==> config.mk <==
export PLATFORM = sky130hd
export DESIGN_NAME = alrb_modulo
export DESIGN_NICKNAME = d
export VERILOG_FILES = /design/src/hdl/alrb_pkg.sv /design/src/hdl/alrb_modulo.sv
export SDC_FILE = /design/constraint.sdc
export NUM_CORES = 1
export LEC_CHECK = 0
export ABC_AREA = 0
export BUFFER_PORTS_ARGS = -buffer_cell sky130_fd_sc_hd__buf_4
export CAP_MARGIN = 25
export CORE_UTILIZATION = 33
export DETAILED_ROUTE_END_ITERATION = 10
export PLACE_DENSITY = 0.56
export RECOVER_POWER = 50
export REMOVE_ABC_BUFFERS = 1
export SYNTH_ARGS = -nofsm -noshare
export SYNTH_HDL_FRONTEND = slang
export SYNTH_SLANG_ARGS = --single-unit
==> constraint.sdc <==
create_clock -name i_clk -period 6.3 [get_ports i_clk]
set_clock_uncertainty 0.15 [all_clocks]
set_input_delay 0.315 -clock i_clk [delete_from_list [all_inputs] [get_ports i_clk]]
set_output_delay 0.315 -clock i_clk [all_outputs]
set_load 0.02 [all_outputs]
==> src/hdl/alrb_pkg.sv <==
// Shared types and constants of the audio loop ring buffer.
package alrb_pkg;

    // Fixed field widths of the item and result ports.
    localparam int SAMPLE_BITS = 16;
    localparam int GAIN_BITS   = 15;
    localparam int IDX_BITS    = 16;
    localparam int SIZE_BITS   = 17;

    // Remainder unit: dividends reach index plus a 17-bit count, so 18 bits.
    localparam int MOD_BITS  = 18;
    localparam int MOD_STEPS = 18;

    // Mix arithmetic: Q2.14 gain times Q1.15 sample, summed, then back to Q1.15.
    localparam int PROD_BITS   = 2 * SAMPLE_BITS;
    localparam int ACC_BITS    = PROD_BITS + 1;
    localparam int ROUND_SHIFT = 14;

    // Configuration register map and reset value.
    localparam int                   CFG_DATA_BITS  = 32;
    localparam int                   CFG_ADDR_BITS  = 3;
    localparam logic [SIZE_BITS-1:0] BUF_SIZE_RESET = 17'd65536;

    typedef enum logic [2:0] {
        REQ_MIX       = 3'd0,
        REQ_PLAY      = 3'd1,
        REQ_END_WRITE = 3'd2,
        REQ_END_PLAY  = 3'd3,
        REQ_DELAY     = 3'd4
    } t_req;

    typedef enum logic [3:0] {
        S_CLEAR,
        S_IDLE,
        S_DISPATCH,
        S_MOD_WAIT,
        S_POST,
        S_READ,
        S_FETCH,
        S_MUL_NEW,
        S_MUL_OLD,
        S_WRITE,
        S_DONE
    } t_state;

    // Steps of the shared multiplier in the mix unit.
    typedef struct packed {
        logic load;   // product of new gain and new sample
        logic acc;    // add product of current gain and stored sample
    } t_mix_ctrl;

endpackage

==> src/hdl/alrb_modulo.sv <==
// Shift-and-subtract remainder unit, one quotient bit per cycle.
module alrb_modulo (
    input  logic                                i_clk,
    input  logic                                i_rst_n,
    input  logic                                i_start,
    input  logic [alrb_pkg::MOD_BITS-1:0]       i_dividend,
    input  logic [alrb_pkg::SIZE_BITS-1:0]      i_divisor,
    output logic                                o_done,
    output logic [alrb_pkg::IDX_BITS-1:0]       o_rem
);
    localparam int CNT_W = $clog2(alrb_pkg::MOD_STEPS);
    localparam logic [CNT_W-1:0] CNT_LAST = CNT_W'(alrb_pkg::MOD_STEPS - 1);

    logic                               r_busy;
    logic                               r_done;
    logic [CNT_W-1:0]                   r_cnt;
    logic [alrb_pkg::MOD_BITS-1:0]      r_x;
    logic [alrb_pkg::SIZE_BITS-1:0]     r_rem;
    logic [alrb_pkg::SIZE_BITS-1:0]     r_divisor;
    logic [alrb_pkg::MOD_BITS-1:0]      w_trial;
    logic [alrb_pkg::MOD_BITS-1:0]      w_diff;
    logic                               w_fit;
    logic [alrb_pkg::SIZE_BITS-1:0]     w_rem_next;

    // The partial remainder stays below the divisor, so the trial fits 18 bits.
    always_comb begin
        w_trial    = {r_rem, r_x[alrb_pkg::MOD_BITS-1]};
        w_diff     = w_trial - {1'b0, r_divisor};
        w_fit      = (w_trial >= {1'b0, r_divisor});
        w_rem_next = w_fit ? alrb_pkg::SIZE_BITS'(w_diff) : alrb_pkg::SIZE_BITS'(w_trial);
    end

    always_ff @(posedge i_clk) begin
        if (!i_rst_n) begin
            r_busy <= 1'b0;
            r_done <= 1'b0;
            r_cnt  <= '0;
        end else begin
            r_done <= 1'b0;
            if (i_start) begin
                r_busy <= 1'b1;
                r_cnt  <= '0;
            end else if (r_busy) begin
                r_cnt <= r_cnt + 1'b1;
                if (r_cnt == CNT_LAST) begin
                    r_busy <= 1'b0;
                    r_done <= 1'b1;
                end
            end
        end
    end

    always_ff @(posedge i_clk) begin
        if (i_start) begin
            r_x       <= i_dividend;
            r_rem     <= '0;
            r_divisor <= i_divisor;
        end else if (r_busy) begin
            r_x   <= {r_x[alrb_pkg::MOD_BITS-2:0], 1'b0};
            r_rem <= w_rem_next;
        end
    end

    assign o_done = r_done;
    assign o_rem  = r_rem[alrb_pkg::IDX_BITS-1:0];
endmodule

==> key figures <==
Status
  – Status: finished, violations left
  – Failing checks: max-capacitance violations, max-slew violations

STA
  – Hold Fails Final Rpt: 0
  – Worst relative slew slack: -61.0%
  – Actual slew at the worst max-slew pin: 2.42 ns
  – Minimum clock period after layout: 3.65 ns
  – Period utilization: 58.0%
  – Final Slew Violations: 49
  – Final setup fails: 0
  – Unrepaired setup endpoints after global routing: no
  – Setup TNS: 0 ns
  – FMAX: 0.274 GHz

Synth
  – Mapped Area: 0.00331 mm^2
  – Simple-gate share of the synthesized area: 11.8%
  – Sequential share of the synthesized area: 46.2%
  – Main combinational cell family by area after synthesis: compound AO/OA/AOI/OAI gates
  – Seq cells post-synth: 59
  – Synth async-reset ratio: 0%
  – Mux share of post-synthesis cell area: 7.63%
  – Top cells by area, synth: edfxtp_1 (32%), dfxtp_1 (15%), ha_1 (7.2%)
  – Synth unique cells: 49
  – Top-area cell type share of the netlist area: 31.7%
  – Yosys top cell by area: edfxtp_1
  – Xor and xnor area share after synthesis: 4.49%
  – Synthesis Warnings: 0
  – Number of flops mapped to enable cells by yosys: 35
  – Synth Area in Compound Gates: 14.0%
  – Post-synthesis area per instance: 10.6 um^2
  – Adder and majority gate portion of the synthesized area: 7.78%
  – Synth Instances: 312
  – Top FF cell, synth: edfxtp_1

Detailed routing
  – ANT nets after route: 0
  – Vias: 2453
  – WL final: 6830 um
  – Wire per inst: 13.5 um
  – DRC: 0
  – First drt pass iteration count: 6
  – Vias/cell: 4.86
  – DRT iter0 DRCs: 87

Clock tree
  – Resized Gates After CTS: 0
  – Post-CTS setup buffers: 0
  – CTS max path bufs: 2
  – Clk_lat worst skew: 0.34 ns
  – Root Buffer: clkbuf_8
  – CTS sink cnt: 59
  – CTS H-tree lvls: 3
  – CTS tree: built
  – Reg clk slew, reported paths: 0.07 ns
  – CTS buffer count: 9
  – Post-CTS Hold Fix Bufs: 17

Power
  – Peak VDD IR: 0.000121 V
  – Leak: 1.68 nW
  – Power Density: 238 mW/mm^2

Place
  – I/O Buffers: 54
  – GPL Wtd Cong: 0.802
  – Dpl hpwl: 4770 um

Critical path
  – Critical path capture point type: flop
  – CP max-delay cell: clkbuf_1
  – WP buf/inv: 2
  – Worst-path maximum fanout: 48
  – Arrival time worst endpoint: 3.48 ns
  – CP peak stage delay: 1.68 ns
  – WP data required: 6.13 ns
  – Startpoint Class: primary input
  – CP delay by family, top: buffers and inverters
  – Critical Path Start: i_start
  – Crit Path Class: primary input to flop
  – Worst-path cell chain: clkbuf_1, nor2_1, inv_1
  – FF-to-FF Start: r_x[17]$_DFFE_PP_

Final layout
  – Layout cells sized above 1: 23.1%
  – Nets: 425
  – Antenna Cells: 0
  – Commonest non-fill, non-tap cell in the layout: edfxtp_1
  – Layout Utilization: 41.5%
  – Most frequent cells in the layout: edfxtp_1 (35), buf_4 (33), inv_1 (24), dfxtp_1 (24), ha_1 (19)
  – Area growth syn-to-layout: 22.5%

GRT
  – Antenna violations before repair: 0
  – Largest net degree at the start of global routing: 49
  – Total gr overflow: 0
  – First-pass GRT wire length: 11400 um
  – Number of global-route vias before repair: 2445
  – Global Route Usage Sum: 14.3%

Floorplan
  – IO Pins: 55
  – Core box area: 0.00977 mm^2
  – Die width: 102 um
  – Cell row count: 36
  – Starting Density: 33.9%
  – Die height: 102 um
  – Die Footprint: 0.0104 mm^2

Min path
  – Hold Path Class: primary input to flop
  – Hold wc startpoint: i_rst_n

Flow run
  – Max_cap viols: 1
-- worst reg2reg max path, cell delays in order (launching register included) --
cell	delay, ns
edfxtp_1	0.39
inv_1	0.07
ha_1	0.15
inv_1	0.05
fa_1	0.39
a21o_1	0.22
a221o_1	0.33
a21o_1	0.20
a21oi_4	0.60
nand2b_1	0.27
o221ai_1	0.14
-- routing by layer --
layer  GRT usage [%]  wire length [um]
met5               0                 0
met4            4.95                70
met3            4.58               376
met2            22.4              3020
met1            18.7              3360
-- synth_stat cells (6+ instances only) --
cell type	count
a211oi_1	7
a21oi_1	14
buf_4	16
clkbuf_1	6
dfxtp_1	24
edfxtp_1	35
ha_1	19
inv_1	24
mux2_2	18
nand2_1	18
nand3_1	8
nand4_1	8
nor2_1	18
o21ai_0	9
xnor2_1	10
xor2_1	7
-- report_power, final --
| part | leakage (nW) | switching [mW] | internal [mW] |
|---|---|---|---|
| sequential | 0.543 | 0.0145 | 0.439 |
| clock | 0.0925 | 0.162 | 0.183 |
| combinational | 1.05 | 0.0863 | 0.0805 |
| total | 1.68 | 0.262 | 0.703 |
-- cell families after synthesis --
logic type | count (synthesis)
simple gates | 77
compound gates | 65
flops | 59
buf+inv | 51
mux | 23
fa+ha+maj | 20
xor+xnor | 17
-- registers in the layout, summed over array words and instances, names as in the netlist --
name,flops
r_x,18
r_divisor,17
r_rem,17
r_cnt,5
o_done,1
r_busy,1
-- worst paths after layout --
path / end / slack, ns / cells past startpoint
max: r_x[0]$_SDFFCE_PN0P_ / 2.65 / 3
min: r_busy$_SDFF_PN0_ / 0.06 / 2
max reg2reg: r_rem[14]$_SDFFE_PP0P_ / 3.12 / 10
min reg2reg: r_cnt[1]$_SDFFE_PP0P_ / 0.36 / 2
-- stage by stage --
step	instance area, um^2	setup WS, ns	total power [mW]	hold slack [ns]	std cells
floorplan	3140	3.56	0.564	0.237	285
global placement	3710	3.30	0.620	0.344	472
detailed placement	3710	3.22	0.622	0.344	472
CTS	4070	3.21	0.979	0.0413	505
global route	4060	2.17	1.01	0.0525	505
finish	4060	2.65	0.965	0.0589	505
-- layout make-up --
cell class	instances	area, um^2
flip-flops and latches	59	1530
repair buffers	71	561
fillers	981	5720
inverters	24	90.1
multi-input cells	202	1510
clock buffers	10	128
well taps	133	166
clock inverters	6	67.6
(Power assumes the default switching activity.)
