--- src/hdl/alrb_pkg.sv ---
// Shared types and constants of the audio loop ring buffer.
package alrb_pkg;

    // Fixed field widths of the item and result ports.
    localparam int SAMPLE_BITS = 16;
    localparam int GAIN_BITS   = 15;
    localparam int IDX_BITS    = 16;
    localparam int SIZE_BITS   = 17;

    // Remainder unit: dividends reach index plus a 17-bit count, so 18 bits.
    localparam int MOD_BITS  = 18;
    localparam int MOD_STEPS = 18;

    // Mix arithmetic: Q2.14 gain times Q1.15 sample, summed, then back to Q1.15.
    localparam int PROD_BITS   = 2 * SAMPLE_BITS;
    localparam int ACC_BITS    = PROD_BITS + 1;
    localparam int ROUND_SHIFT = 14;

    // Configuration register map and reset value.
    localparam int                   CFG_DATA_BITS  = 32;
    localparam int                   CFG_ADDR_BITS  = 3;
    localparam logic [SIZE_BITS-1:0] BUF_SIZE_RESET = 17'd65536;

    typedef enum logic [2:0] {
        REQ_MIX       = 3'd0,
        REQ_PLAY      = 3'd1,
        REQ_END_WRITE = 3'd2,
        REQ_END_PLAY  = 3'd3,
        REQ_DELAY     = 3'd4
    } t_req;

    typedef enum logic [3:0] {
        S_CLEAR,
        S_IDLE,
        S_DISPATCH,
        S_MOD_WAIT,
        S_POST,
        S_READ,
        S_FETCH,
        S_MUL_NEW,
        S_MUL_OLD,
        S_WRITE,
        S_DONE
    } t_state;

    // Steps of the shared multiplier in the mix unit.
    typedef struct packed {
        logic load;   // product of new gain and new sample
        logic acc;    // add product of current gain and stored sample
    } t_mix_ctrl;

endpackage

--- src/hdl/alrb_mix.sv ---
// Crossfade unit: one multiplier used twice, then rounding and saturation.
module alrb_mix (
    input  logic                                    i_clk,
    input  alrb_pkg::t_mix_ctrl                     i_ctrl,
    input  logic signed [alrb_pkg::SAMPLE_BITS-1:0] i_sample_new,
    input  logic signed [alrb_pkg::SAMPLE_BITS-1:0] i_sample_old,
    input  logic [alrb_pkg::GAIN_BITS-1:0]          i_gain_new,
    input  logic [alrb_pkg::GAIN_BITS-1:0]          i_gain_cur,
    output logic signed [alrb_pkg::SAMPLE_BITS-1:0] o_mixed
);
    localparam int Q_BITS = alrb_pkg::ACC_BITS - alrb_pkg::ROUND_SHIFT;
    localparam logic signed [Q_BITS-1:0] Q_HI = Q_BITS'((1 << (alrb_pkg::SAMPLE_BITS - 1)) - 1);
    localparam logic signed [Q_BITS-1:0] Q_LO = -Q_HI - Q_BITS'(1);
    localparam logic signed [alrb_pkg::ACC_BITS-1:0] HALF_LSB =
        alrb_pkg::ACC_BITS'(1 << (alrb_pkg::ROUND_SHIFT - 1));

    logic [alrb_pkg::GAIN_BITS-1:0]             w_gain;
    logic signed [alrb_pkg::SAMPLE_BITS-1:0]    w_smp;
    logic signed [alrb_pkg::PROD_BITS-1:0]      w_prod;
    logic signed [alrb_pkg::PROD_BITS-1:0]      r_prod;
    logic signed [alrb_pkg::ACC_BITS-1:0]       r_acc;
    logic signed [alrb_pkg::ACC_BITS-1:0]       w_rnd;
    logic signed [Q_BITS-1:0]                   w_q;

    always_comb begin
        w_gain = i_ctrl.acc ? i_gain_cur : i_gain_new;
        w_smp  = i_ctrl.acc ? i_sample_old : i_sample_new;
        w_prod = $signed({1'b0, w_gain}) * w_smp;
    end

    always_ff @(posedge i_clk) begin
        if (i_ctrl.load) begin
            r_prod <= w_prod;
        end
        if (i_ctrl.acc) begin
            r_acc <= alrb_pkg::ACC_BITS'(r_prod) + alrb_pkg::ACC_BITS'(w_prod);
        end
    end

    // Add half an output step, floor by the arithmetic shift, then clamp.
    always_comb begin
        w_rnd = r_acc + HALF_LSB;
        w_q   = $signed(w_rnd[alrb_pkg::ACC_BITS-1:alrb_pkg::ROUND_SHIFT]);
        if (w_q > Q_HI) begin
            o_mixed = alrb_pkg::SAMPLE_BITS'(Q_HI);
        end else if (w_q < Q_LO) begin
            o_mixed = alrb_pkg::SAMPLE_BITS'(Q_LO);
        end else begin
            o_mixed = alrb_pkg::SAMPLE_BITS'(w_q);
        end
    end
endmodule

--- config.mk ---
export PLATFORM = sky130hd
export DESIGN_NAME = alrb_mix
export DESIGN_NICKNAME = d
export VERILOG_FILES = /design/src/hdl/alrb_pkg.sv /design/src/hdl/alrb_mix.sv
export SDC_FILE = /design/constraint.sdc
export NUM_CORES = 1
export LEC_CHECK = 0
export BUFFER_PORTS_ARGS = -buffer_cell sky130_fd_sc_hd__buf_2
export CAP_MARGIN = 20
export CORE_AREA = 10 10 167 169
export DETAILED_ROUTE_END_ITERATION = 8
export DIE_AREA = 0 0 177 179
export PLACE_DENSITY = 0.67
export SLEW_MARGIN = 30
export SYNTH_ARGS = -nofsm -noshare
export SYNTH_HDL_FRONTEND = slang
export SYNTH_SLANG_ARGS = --single-unit
export TNS_END_PERCENT = 5
--- constraint.sdc ---
create_clock -name i_clk -period 12.3 [get_ports i_clk]
set_input_delay 1.23 -clock i_clk [delete_from_list [all_inputs] [get_ports i_clk]]
set_output_delay 1.23 -clock i_clk [all_outputs]
set_load 0.01 [all_outputs]
==> results of run 1 <==
## registers in the layout, indices dropped and copies added, names as in the netlist
| register | flops |
|---|---|
| r_prod | 32 |
| r_acc | 20 |
## final timing paths
path	from	to	slack, ns	depth (start not counted)
worst max-delay path	i_ctrl[0]	r_acc[31]	2.34	28
worst min-delay path	r_prod[31]	r_acc[31]	0.76	2
worst max register to register	r_prod[14]	r_acc[31]	9.21	9
worst min register to register	r_prod[31]	r_acc[31]	0.76	2
## cell families after synthesis
group           after synthesis  share of synthesized area
compound gates              181                      0.102
mux                          55                     0.0483
flops                        52                      0.130
simple gates                375                      0.134
xor+xnor                     57                     0.0414
fa+ha+maj                   334                      0.459
buf+inv                     271                     0.0859
## metal layers
layer	wire length [µm]	share of wire	up-vias
li1	-	-	4459
met1	13400	0.45	4523
met2	13900	0.46	325
met3	2060	0.069	42
met4	626	0.021	0
met5	0	0	-
## cell usage after synthesis, types with 3 or more instances
cell type  count  area (µm²)
a2111oi_0      6        52.6
a211oi_1       3        22.5
a21o_1        28         210
a21oi_1       56         280
a31oi_1        4        25.0
and2_1         3        18.8
and3_1        13        81.3
buf_1          5        18.8
clkbuf_1      18        67.6
edfxtp_1      52        1560
fa_1         180        3600
ha_1         154        1930
inv_1        244         916
mux2_2        25         282
mux2i_1       30         300
nand2_1      141         529
nand2b_1       7        43.8
nand3_1       19        95.1
nand4_1       13        81.3
nor2_1       148         556
nor2b_1        5        31.3
nor3_1         9        45.0
o211ai_1       7        52.6
o21a_1         5        37.5
o21ai_0       26         130
o21ai_1        4        20.0
o21ai_2       10        87.6
o21bai_1       7        52.6
or2_2          8        50.1
xnor2_1       33         289
xor2_1        24         210
## placed cells by master, fill, tap and decap left out, types with 28 or more instances in the layout
cell / instances
a21o_1: 28
a21oi_1: 56
buf_2: 79
edfxtp_1: 52
fa_1: 180
ha_1: 154
inv_1: 244
mux2i_1: 30
nand2_1: 141
nor2_1: 148
xnor2_1: 33
## tightest hold or removal path, stage by stage (launching register included)
cell,delay [ns]
edfxtp_1,0.33
ha_1,0.19
xor2_1,0.08
## through the flow
| step | setup WS [ns] | utilization | area [µm²] | hold WS [ns] | instances |
|---|---|---|---|---|---|
| final | 2.34 | 0.526 | 13000 | 0.763 | 1730 |
| after detailed placement | 2.08 | 0.519 | 12900 | 0.751 | 1722 |
| after floorplan | 3.02 | - | 12100 | 0.698 | 1325 |
| after CTS | 2.41 | 0.526 | 13000 | 0.769 | 1730 |
| after global routing | 1.79 | 0.526 | 13000 | 0.800 | 1730 |
| after global placement | 2.20 | 0.519 | 12900 | 0.745 | 1722 |
## layout make-up
class,instances,area [µm²]
clock buffer,5,125
clock inverter,3,27.5
fill,2278,11700
inverter,244,916
multi-input combinational,1002,9460
sequential,52,1560
tap,330,413
timing repair buffer,94,508
==> metrics.log, run 1 <==
[metrics] crit path max-delay cell type: mux2i_1
[metrics] number of nets produced by synthesis: around 1700
[metrics] count of vias placed by the detailed router: just over 9000
[metrics] starting density of the core: 0.487
[metrics] max-slew headroom at the worst pin: 0.289
[metrics] Mapped Cells: around 1300
[metrics] area added between synthesis and finish: 7.92%
[metrics] detailed placement HPWL: 25400 µm
[metrics] height of the chip: 179 µm
[metrics] met3 Resource Use GR: 0.0358
[metrics] layer with the highest usage: met2
[metrics] critical path arrival: 10.00 ns
[metrics] TritonCTS clock tree: built
[metrics] critical path launch point type: input port
[metrics] buffers plus inverters on the worst setup path: 5
[metrics] run status: completed
[metrics] Final GP Congestion: slightly above 0.9
[metrics] Yosys reg bits: 52
[metrics] remaining routing DRC violations: 0
[metrics] count of flip-flops with a built-in enable after synthesis: 52
[metrics] Port Buffers: 80
[metrics] met1 capacity usage during global routing: 0.257
[metrics] fmax: 100 MHz
[metrics] GRT Resource Usage Total: 0.194
[metrics] Top-Level Pins: ~80
[metrics] fin crit share: 0.810
[metrics] Worst Path Required: 12.34 ns
[metrics] die outline width: ~180 µm
[metrics] CP Capture Type: flip-flop
[metrics] CTS Root Buffer Type: clkbuf_16
[metrics] max_cap viols: 0
[metrics] class of the tightest hold or removal check: flip-flop to flip-flop
[metrics] Post-DRT Antenna Nets: 0
[metrics] clock tree sinks: 52
[metrics] Floorplan Core Area: 24700 µm²
[metrics] critical path fanouts, max: between 60 and 70
[metrics] Overflow after GRT: 0
[metrics] Worst Tran Pin Value: around 1.0 ns
[metrics] Unique masters post-synth: just over 60
[metrics] largest net degree at the start of global routing: 62
[metrics] number of nets in the layout: about 1800
[metrics] postcts setup bufs: 0
[metrics] cell repeated most along the worst path: fa_1
[metrics] count of instances resized after the clock tree is built: 0
[metrics] largest incremental delay on the critical path: 0.84 ns
[metrics] clock-pin slew on the worst setup and hold paths: 0.07 ns
[metrics] top_reg_cell synth: edfxtp_1
[metrics] average wire per cell in the routed design: ~17 µm
[metrics] Max Slew Vio Count: 0
[metrics] DRC violation total after the first TritonRoute iteration: slightly above 600
[metrics] detailed-routing iteration count for the pre-antenna-repair pass: 5
[metrics] standard-cell rows: 58
[metrics] antenna diode instance count: 0
[metrics] delay-heaviest family, CP: adder cells
[metrics] via count of the first global-routing pass: 9719
[metrics] setup violators final: 0
[metrics] total clock buffers created by CTS: 5
[metrics] number of antenna violations at the first check in global routing: 0
[metrics] GRT met2 Usage: 0.320
[metrics] share of synthesized registers carrying an async set or reset: 0
[metrics] post-synthesis sequential area ratio: 0.130
[metrics] first-pass GRT wire length: 49600 µm
[metrics] post-route clock skew: ~0.0066 ns
[metrics] Synth Area per Inst: a little over 9 µm²
[metrics] Hold Fails Final Rpt: 0
[metrics] Final TNS setup: 0 ns
[metrics] depth of the CTS H-tree: 2
[metrics] Bufs on Longest Clock Path: 2
[metrics] cell area after synthesis: 12100 µm²
[metrics] Period minus WS final: 9.96 ns
[metrics] vias per inst: 5.40
[metrics] area of the die: 31700 µm²
[metrics] clock latency at the later pin of the worst-skew pair: 0.30 ns
[metrics] RSZ-0062 raised after global routing: no
[metrics] aggregate routed wire length: between 30000 and 40000 µm
[metrics] category of the most critical setup path: input port to flip-flop
[metrics] Syn. warnings: 0
[metrics] fraction of layout cells with a size suffix above 1: 0.112
[metrics] hold buffer count at cts: 0
Power of run 1 is left out: the tool's default activity adds up to more than one toggle a clock period on the data nets, which glitch-free logic cannot reach.
==> run 2: changes to the inputs <==
Clock period 12.3 ns to 10.05 ns, I/O delays scaled along.
==> run 2 against run 1 <==
Global-route usage decreased by 0.32 points; sequential share of layout area down 0.11 points; wire length rose by 0.12%; flip-flop and latch count stayed put; final cell count rose by 0.75%; worst hold slack gained 0.0025 ns; clock skew shrank 0.00058 ns; first-iteration DRC count is 7.9% higher.
==> metrics.log, run 2 (synthesis results as in run 1) <==
[metrics] run status: completed
[metrics] filler cell count: 2304 (+1.1%)
[metrics] Worst Path Required: 10.10 ns (-2.24 ns)
[metrics] R2R depth: 9 (unchanged)
[metrics] remaining routing DRC violations: 0 (unchanged)
[metrics] DRC violation total after the first TritonRoute iteration: 666 (+7.9%)
[metrics] antenna diode instance count: 0 (unchanged)
[metrics] starting density of the core: 0.487 (unchanged)
[metrics] Critical path origin: i_ctrl[0]
[metrics] registers with the highest flip-flop counts: r_prod x32, r_acc x20
[metrics] Bufs on Longest Clock Path: 2 (unchanged)
[metrics] max_cap viols: 0 (unchanged)
[metrics] Final TNS setup: 0 ns (unchanged)
[metrics] fmax: approximately 110 MHz
[metrics] Final GP Congestion: 0.939 (+1.9%)
[metrics] detailed placement HPWL: 25800 µm (+1.8%)
[metrics] standard-cell rows: 58 (unchanged)
[metrics] Worst Tran Pin Value: 0.791 ns (-0.246 ns)
[metrics] Max Slew Vio Count: 0 (unchanged)
[metrics] Overflow after GRT: 0 (unchanged)
[metrics] Port Buffers: 80 (unchanged)
[metrics] average wire per cell in the routed design: 17.2 µm (-0.62%)
[metrics] cell repeated most along the worst path: fa_1
[metrics] crit path max-delay cell type: fa_1
[metrics] setup slack on the worst flop-to-flop path: 7.05 ns (-2.16 ns)
[metrics] flip-flop count of the largest register after layout: 32 (unchanged)
[metrics] category of the most critical setup path: input port to flip-flop
[metrics] count of vias placed by the detailed router: 9360 (+0.12%)
[metrics] leading cell types in the layout, fill and taps excluded: inv_1, fa_1, ha_1, nor2_1, nand2_1
[metrics] clock latency at the later pin of the worst-skew pair: 0.30 ns (about the same)
[metrics] max-slew headroom at the worst pin: 0.458 (+0.169)
[metrics] Min Hold Slack: 0.766 ns (+0.00253 ns)
[metrics] GRT Resource Usage Total: 0.191 (-0.00319)
[metrics] postcts setup bufs: 0 (unchanged)
[metrics] delay-heaviest family, CP: adder cells
[metrics] buffers plus inverters on the worst setup path: 8 (+3)
[metrics] Layout Cell Area excl Fill: 13100 µm² (+0.89%)
[metrics] largest net degree at the start of global routing: 47 (-24%)
[metrics] number of nets in the layout: 1811 (+0.72%)
[metrics] number of antenna violations at the first check in global routing: 0 (unchanged)
[metrics] aggregate routed wire length: 30100 µm (+0.12%)
[metrics] clock tree sinks: 52 (unchanged)
[metrics] critical path arrival: 9.54 ns (-0.46 ns)
[metrics] depth of the CTS H-tree: 2 (unchanged)
[metrics] via count of the first global-routing pass: 9359 (-3.7%)
[metrics] Post-DRT Antenna Nets: 0 (unchanged)
[metrics] endpoint of the worst-slack reg-to-reg timing path: r_acc[27]
[metrics] critical path launch point type: input port
[metrics] total clock buffers created by CTS: 5 (unchanged)
[metrics] area of the die: 31700 µm² (unchanged)
[metrics] reg-to-reg startpoint: r_prod[5]
[metrics] height of the chip: 179 µm (unchanged)
[metrics] CTS Root Buffer Type: clkbuf_16
[metrics] detailed-routing iteration count for the pre-antenna-repair pass: 5 (unchanged)
[metrics] RSZ-0062 raised after global routing: no
[metrics] Top-Level Pins: 81 (unchanged)
[metrics] Reg with most FFs: r_prod
[metrics] final core utilization: 0.530 (+0.00470)
[metrics] Floorplan Core Area: 24700 µm² (unchanged)
[metrics] Period minus WS final: roughly 9.5 ns
[metrics] fraction of layout cells with a size suffix above 1: 0.120 (+0.00817)
[metrics] die outline width: 177 µm (unchanged)
[metrics] TritonCTS clock tree: built
[metrics] leading cell type in the layout, fill and taps excluded: inv_1
[metrics] standard cell area after detailed placement: 13000 µm² (+0.76%)
[metrics] capturing instance or port of the critical path: r_acc[32]
[metrics] critical path fanouts, max: 46 (-25%)
[metrics] vias per inst: 5.37 (-0.63%)
[metrics] post-route clock skew: 0.00599 ns (-0.000584 ns)
[metrics] class of the tightest hold or removal check: flip-flop to flip-flop
[metrics] clock-pin slew on the worst setup and hold paths: 0.07 ns (about the same)
[metrics] Hold Fails Final Rpt: 0 (unchanged)
[metrics] area added between synthesis and finish: 8.89%
[metrics] count of cell instances traversed by the critical path: 31 (+11%)
[metrics] fin crit share: 0.944
[metrics] CP Capture Type: flip-flop
[metrics] setup violators final: 0 (unchanged)
[metrics] largest incremental delay on the critical path: 0.56 ns (-0.28 ns)
[metrics] first-pass GRT wire length: 48600 µm (-2.0%)
[run 2: cell types whose count changed in the layout (fill, tap and decap cells not counted)]
cell and delta:
buf_4 +13, bufinv_16 +1, clkbuf_1 +1, clkinv_4 -1
clkinvlp_4 -1, inv_6 +1, inv_8 -1, mux2i_1 -1
mux2i_2 +1
[run 2: stage by stage]
step | setup WS (ns) | std cells
floorplan | 0.991 | 1325
global placement | 0.364 | 1735
detailed placement | 0.163 | 1735
CTS | 0.397 | 1743
global route | 0.0710 | 1743
finish | 0.558 | 1743
[run 2: area by class of cell]
type / count / area (µm²) / area share
tap: 330 / 413 / 0.0315
multi-input combinational: 1002 / 9460 / 0.721
timing repair buffer: 107 / 606 / 0.0461
clock inverter: 2 / 38.8 / 0.00296
sequential: 52 / 1560 / 0.119
inverter: 244 / 916 / 0.0698
clock buffer: 6 / 129 / 0.00982
[run 2: layer usage]
| metal | vias to the layer above | share of wire | track usage |
|---|---|---|---|
| li1 | 4485 | - | - |
| met1 | 4506 | 0.45 | 0.261 |
| met2 | 325 | 0.46 | 0.307 |
| met3 | 44 | 0.065 | 0.0303 |
| met4 | 0 | 0.028 | 0.0546 |
| met5 | - | 0 | 0 |
[run 2: how the worst min path moves through the flow]
| stage | from | end | cells after the start |
|---|---|---|---|
| final | r_prod[31] | r_acc[31] | 2 |
| after global placement | r_prod[26] | r_acc[26] | 2 |
| after global routing | r_prod[31] | r_acc[31] | 2 |
| after detailed placement | r_prod[31] | r_acc[31] | 2 |
| after floorplan | r_prod[26] | r_acc[26] | 2 |
| after CTS | r_prod[31] | r_acc[31] | 2 |
[run 2: repair_timing]
action	CTS	global route
hold buffers	0	0
endpoints found under the hold margin	0	0
resized for setup	0	1
endpoints found under the setup margin	0	3
[run 2: tightest hold or removal path, cell delays in order, from the launching register on]
cell and delay, ns:
edfxtp_1 0.33, ha_1 0.19, xor2_1 0.08
Power of run 2 is left out for the same reason.
==> run 3: changes to the inputs <==
Settings changed: ABC_AREA from default to 1, CORE_AREA 10 10 167 169 to 10 10 170 172, DIE_AREA 0 0 177 179 to 0 0 180 182, REMOVE_ABC_BUFFERS from default to 1.
==> run 3 against run 2 <==
Non-clock buffer count decreased by 7; via count increased by 16%; core utilization increased by 0.34 points; first-iteration DRC count increased by 25%; critical path type unchanged.
==> metrics.log, run 3 <==
[metrics] number of antenna violations at the first check in global routing: 0 (unchanged)
[metrics] GRT Resource Usage Total: 0.211 (+0.0202)
[metrics] clock-pin slew on the worst setup and hold paths: 0.07 ns (about the same)
[metrics] proportion of netlist area held by the largest area contributor: 0.286 (-0.0133)
[metrics] cell with the most instances after synthesis: inv_1
[metrics] Final GP Congestion: 0.954 (+1.6%)
[metrics] max-slew headroom at the worst pin: 0.371 (-0.0863)
[metrics] CTS Root Buffer Type: clkbuf_16
[metrics] Period minus WS final: 9.49 ns (-0.0000690 ns)
[metrics] Min Hold Slack: 0.813 ns (+0.0473 ns)
[metrics] reg-to-reg startpoint: r_prod[17]
[metrics] antenna diode instance count: 0 (unchanged)
[metrics] Max Slew Vio Count: 0 (unchanged)
[metrics] area added between synthesis and finish: 8.38%
[metrics] critical hold path startpoint: r_prod[28]
[metrics] standard-cell rows: 59 (+1.7%)
[metrics] RSZ-0062 raised after global routing: no
[metrics] dominant cells by area after synthesis: fa_1, ha_1, edfxtp_1, inv_1, nand2_1
[metrics] leading cell type in the layout, fill and taps excluded: inv_1
[metrics] clock latency at the later pin of the worst-skew pair: 0.30 ns (about the same)
[metrics] flip-flop count of the largest register after layout: 32 (unchanged)
[metrics] total clock buffers created by CTS: 5 (unchanged)
[metrics] setup slack on the worst flop-to-flop path: 7.63 ns (+0.58 ns)
[metrics] registers with the highest flip-flop counts: r_prod x32, r_acc x20
[metrics] aggregate routed wire length: 35000 µm (+16%)
[metrics] count of flip-flops with a built-in enable after synthesis: 52 (unchanged)
[metrics] top_reg_cell synth: edfxtp_1
[metrics] area of the die: 32800 µm² (+3.4%)
[metrics] post-synthesis sequential area ratio: 0.124 (-0.00578)
[metrics] critical path launch point type: input port
[metrics] count of vias placed by the detailed router: 10900 (+16%)
[metrics] placed cell count: 2031 (+17%)
[metrics] detailed placement HPWL: 30000 µm (+16%)
[metrics] number of non-filler instances in the completed layout: 2039 (+17%)
[metrics] share of synthesized registers carrying an async set or reset: 0 (unchanged)
[metrics] die outline width: 180 µm (+1.7%)
[metrics] postcts setup bufs: 0 (unchanged)
[metrics] cell repeated most along the worst path: fa_1
[metrics] largest net degree at the start of global routing: 33 (-30%)
[metrics] DRC violation total after the first TritonRoute iteration: 831 (+25%)
[metrics] Post-DRT Antenna Nets: 0 (unchanged)
[metrics] Port Buffers: 80 (unchanged)
[metrics] standard cell area after detailed placement: 13500 µm² (+4.2%)
[metrics] Layout Cell Area excl Fill: 13700 µm² (+4.2%)
[metrics] crit path max-delay cell type: o21ai_1
[metrics] vias per inst: 5.34 (-0.47%)
[metrics] fraction of layout cells with a size suffix above 1: 0.0974 (-0.0229)
[metrics] Final TNS setup: 0 ns (unchanged)
[metrics] fmax: 105 MHz (about the same)
[metrics] filler cell count: 2530 (+9.8%)
[metrics] Unique masters post-synth: 45 (-26%)
[metrics] critical path fanouts, max: 26 (-43%)
[metrics] category of the most critical setup path: input port to flip-flop
[metrics] Bufs on Longest Clock Path: 2 (unchanged)
[metrics] average wire per cell in the routed design: 17.2 µm (-0.50%)
[metrics] fin crit share: 0.944 (about the same)
[metrics] hold buffer count at cts: 0 (unchanged)
[metrics] detailed-routing iteration count for the pre-antenna-repair pass: 5 (unchanged)
[metrics] dominant cell type by area after synthesis: fa_1
[metrics] cell area after synthesis: 12600 µm² (+4.7%)
[metrics] first-pass GRT wire length: 56500 µm (+16%)
[metrics] Top-Level Pins: 81 (unchanged)
[metrics] leading cell types in the layout, fill and taps excluded: inv_1, nand2_1, nor2_1, fa_1, ha_1
[metrics] Worst Path Required: 10.09 ns (about the same)
[metrics] R2R depth: 7 (-2)
[metrics] Worst Tran Pin Value: 0.933 ns (+0.142 ns)
[metrics] class of the tightest hold or removal check: flip-flop to flip-flop
[metrics] Overflow after GRT: 0 (unchanged)
[metrics] clock tree sinks: 52 (unchanged)
[metrics] max_cap viols: 0 (unchanged)
[metrics] TritonCTS clock tree: built
[metrics] Mapped Cells: 1616 (+22%)
[metrics] hold endpoint: r_acc[28]
[metrics] largest incremental delay on the critical path: 0.71 ns (+0.15 ns)
[metrics] starting density of the core: 0.492 (+0.00545)
[metrics] Syn. warnings: 0 (unchanged)
[metrics] Synth Area per Inst: 7.81 µm² (-14%)
[metrics] Reg with most FFs: r_prod
[metrics] depth of the CTS H-tree: 2 (unchanged)
[metrics] remaining routing DRC violations: 0 (unchanged)
[metrics] Floorplan Core Area: 25600 µm² (+3.5%)
[metrics] via count of the first global-routing pass: 10800 (+15%)
[metrics] post-route clock skew: 0.0102 ns (+0.00422 ns)
[metrics] CP Capture Type: flip-flop
[metrics] Hold Fails Final Rpt: 0 (unchanged)
[metrics] number of nets in the layout: 2102 (+16%)
[metrics] Yosys reg bits: 52 (unchanged)
[metrics] setup violators final: 0 (unchanged)
[metrics] height of the chip: 182 µm (+1.7%)
[metrics] run status: completed
[metrics] critical path arrival: 9.53 ns (about the same)
[metrics] endpoint of the worst-slack reg-to-reg timing path: r_acc[26]
[metrics] top cell types by occurrence after synthesis: inv_1, nand2_1, nor2_1, fa_1, ha_1
[metrics] count of instances resized after the clock tree is built: 0 (unchanged)
[metrics] number of cells traversed by the worst hold path: 3 (+1)
==> run 3: cell types whose count changed after synthesis, moves of 25 or more <==
cell / previous run / this run
nor2_1: 148 / 199
inv_1: 244 / 337
mux2i_1: 30 / 0
o21ai_0: 26 / 52
nand2_1: 141 / 317
mux2_2: 25 / 0
==> run 3: worst max-delay path by stage <==
stage,startpoint,endpoint,slack [ns],cells past startpoint
final,i_ctrl[0],r_acc[26],0.56,29
after global routing,i_ctrl[0],r_acc[26],0.06,29
after CTS,i_ctrl[0],r_acc[26],0.71,29
after detailed placement,i_ctrl[0],r_acc[26],0.39,29
after global placement,i_ctrl[0],r_acc[26],0.34,29
after floorplan,i_ctrl[0],r_acc[30],2.04,31
==> run 3: logic make-up (layout without fill, tap and decap cells) <==
kind of cell             after synthesis  count (layout)  synth area share
AND/OR/NAND/NOR                      626             626             0.206
adder cells (fa/ha/maj)              334             334             0.438
AO/OA/AOI/OAI                        183             183            0.0846
flip-flops                            52              52             0.124
XOR/XNOR                              52              52            0.0361
buffers and inverters                369             457             0.111
==> run 3: through the flow <==
step,worst slack [ns],util
after floorplan,2.04,-
after global placement,0.338,0.527
after detailed placement,0.394,0.527
after CTS,0.708,0.534
after global routing,0.0622,0.534
final,0.558,0.534
==> run 3: routing by layer <==
| metal | share of wire | GRT usage |
|---|---|---|
| met1 | 0.45 | 0.293 |
| met2 | 0.45 | 0.333 |
| met3 | 0.084 | 0.0449 |
| met4 | 0.016 | 0.0410 |
| met5 | 0 | 0 |
==> run 3: final cells by class <==
type | instances | area (µm²) | area share
Inverter | 349 | 1310 | 0.0958
Sequential cell | 52 | 1560 | 0.114
Multi-Input combinational cell | 1195 | 9660 | 0.707
Clock buffer | 5 | 125 | 0.00915
Clock inverter | 3 | 46.3 | 0.00339
Timing Repair Buffer | 100 | 551 | 0.0403
Tap cell | 335 | 419 | 0.0307
==> run 3: critical path: cells and delay by family <==
family / cells / cell delay [ns]
adder cells (fa/ha/maj): 8 / 3.69
AO/OA/AOI/OAI: 8 / 2.34
buffers and inverters: 8 / 1.45
AND/OR/NAND/NOR: 3 / 0.57
XOR/XNOR: 2 / 0.44
Power of run 3 is left out for the same reason.
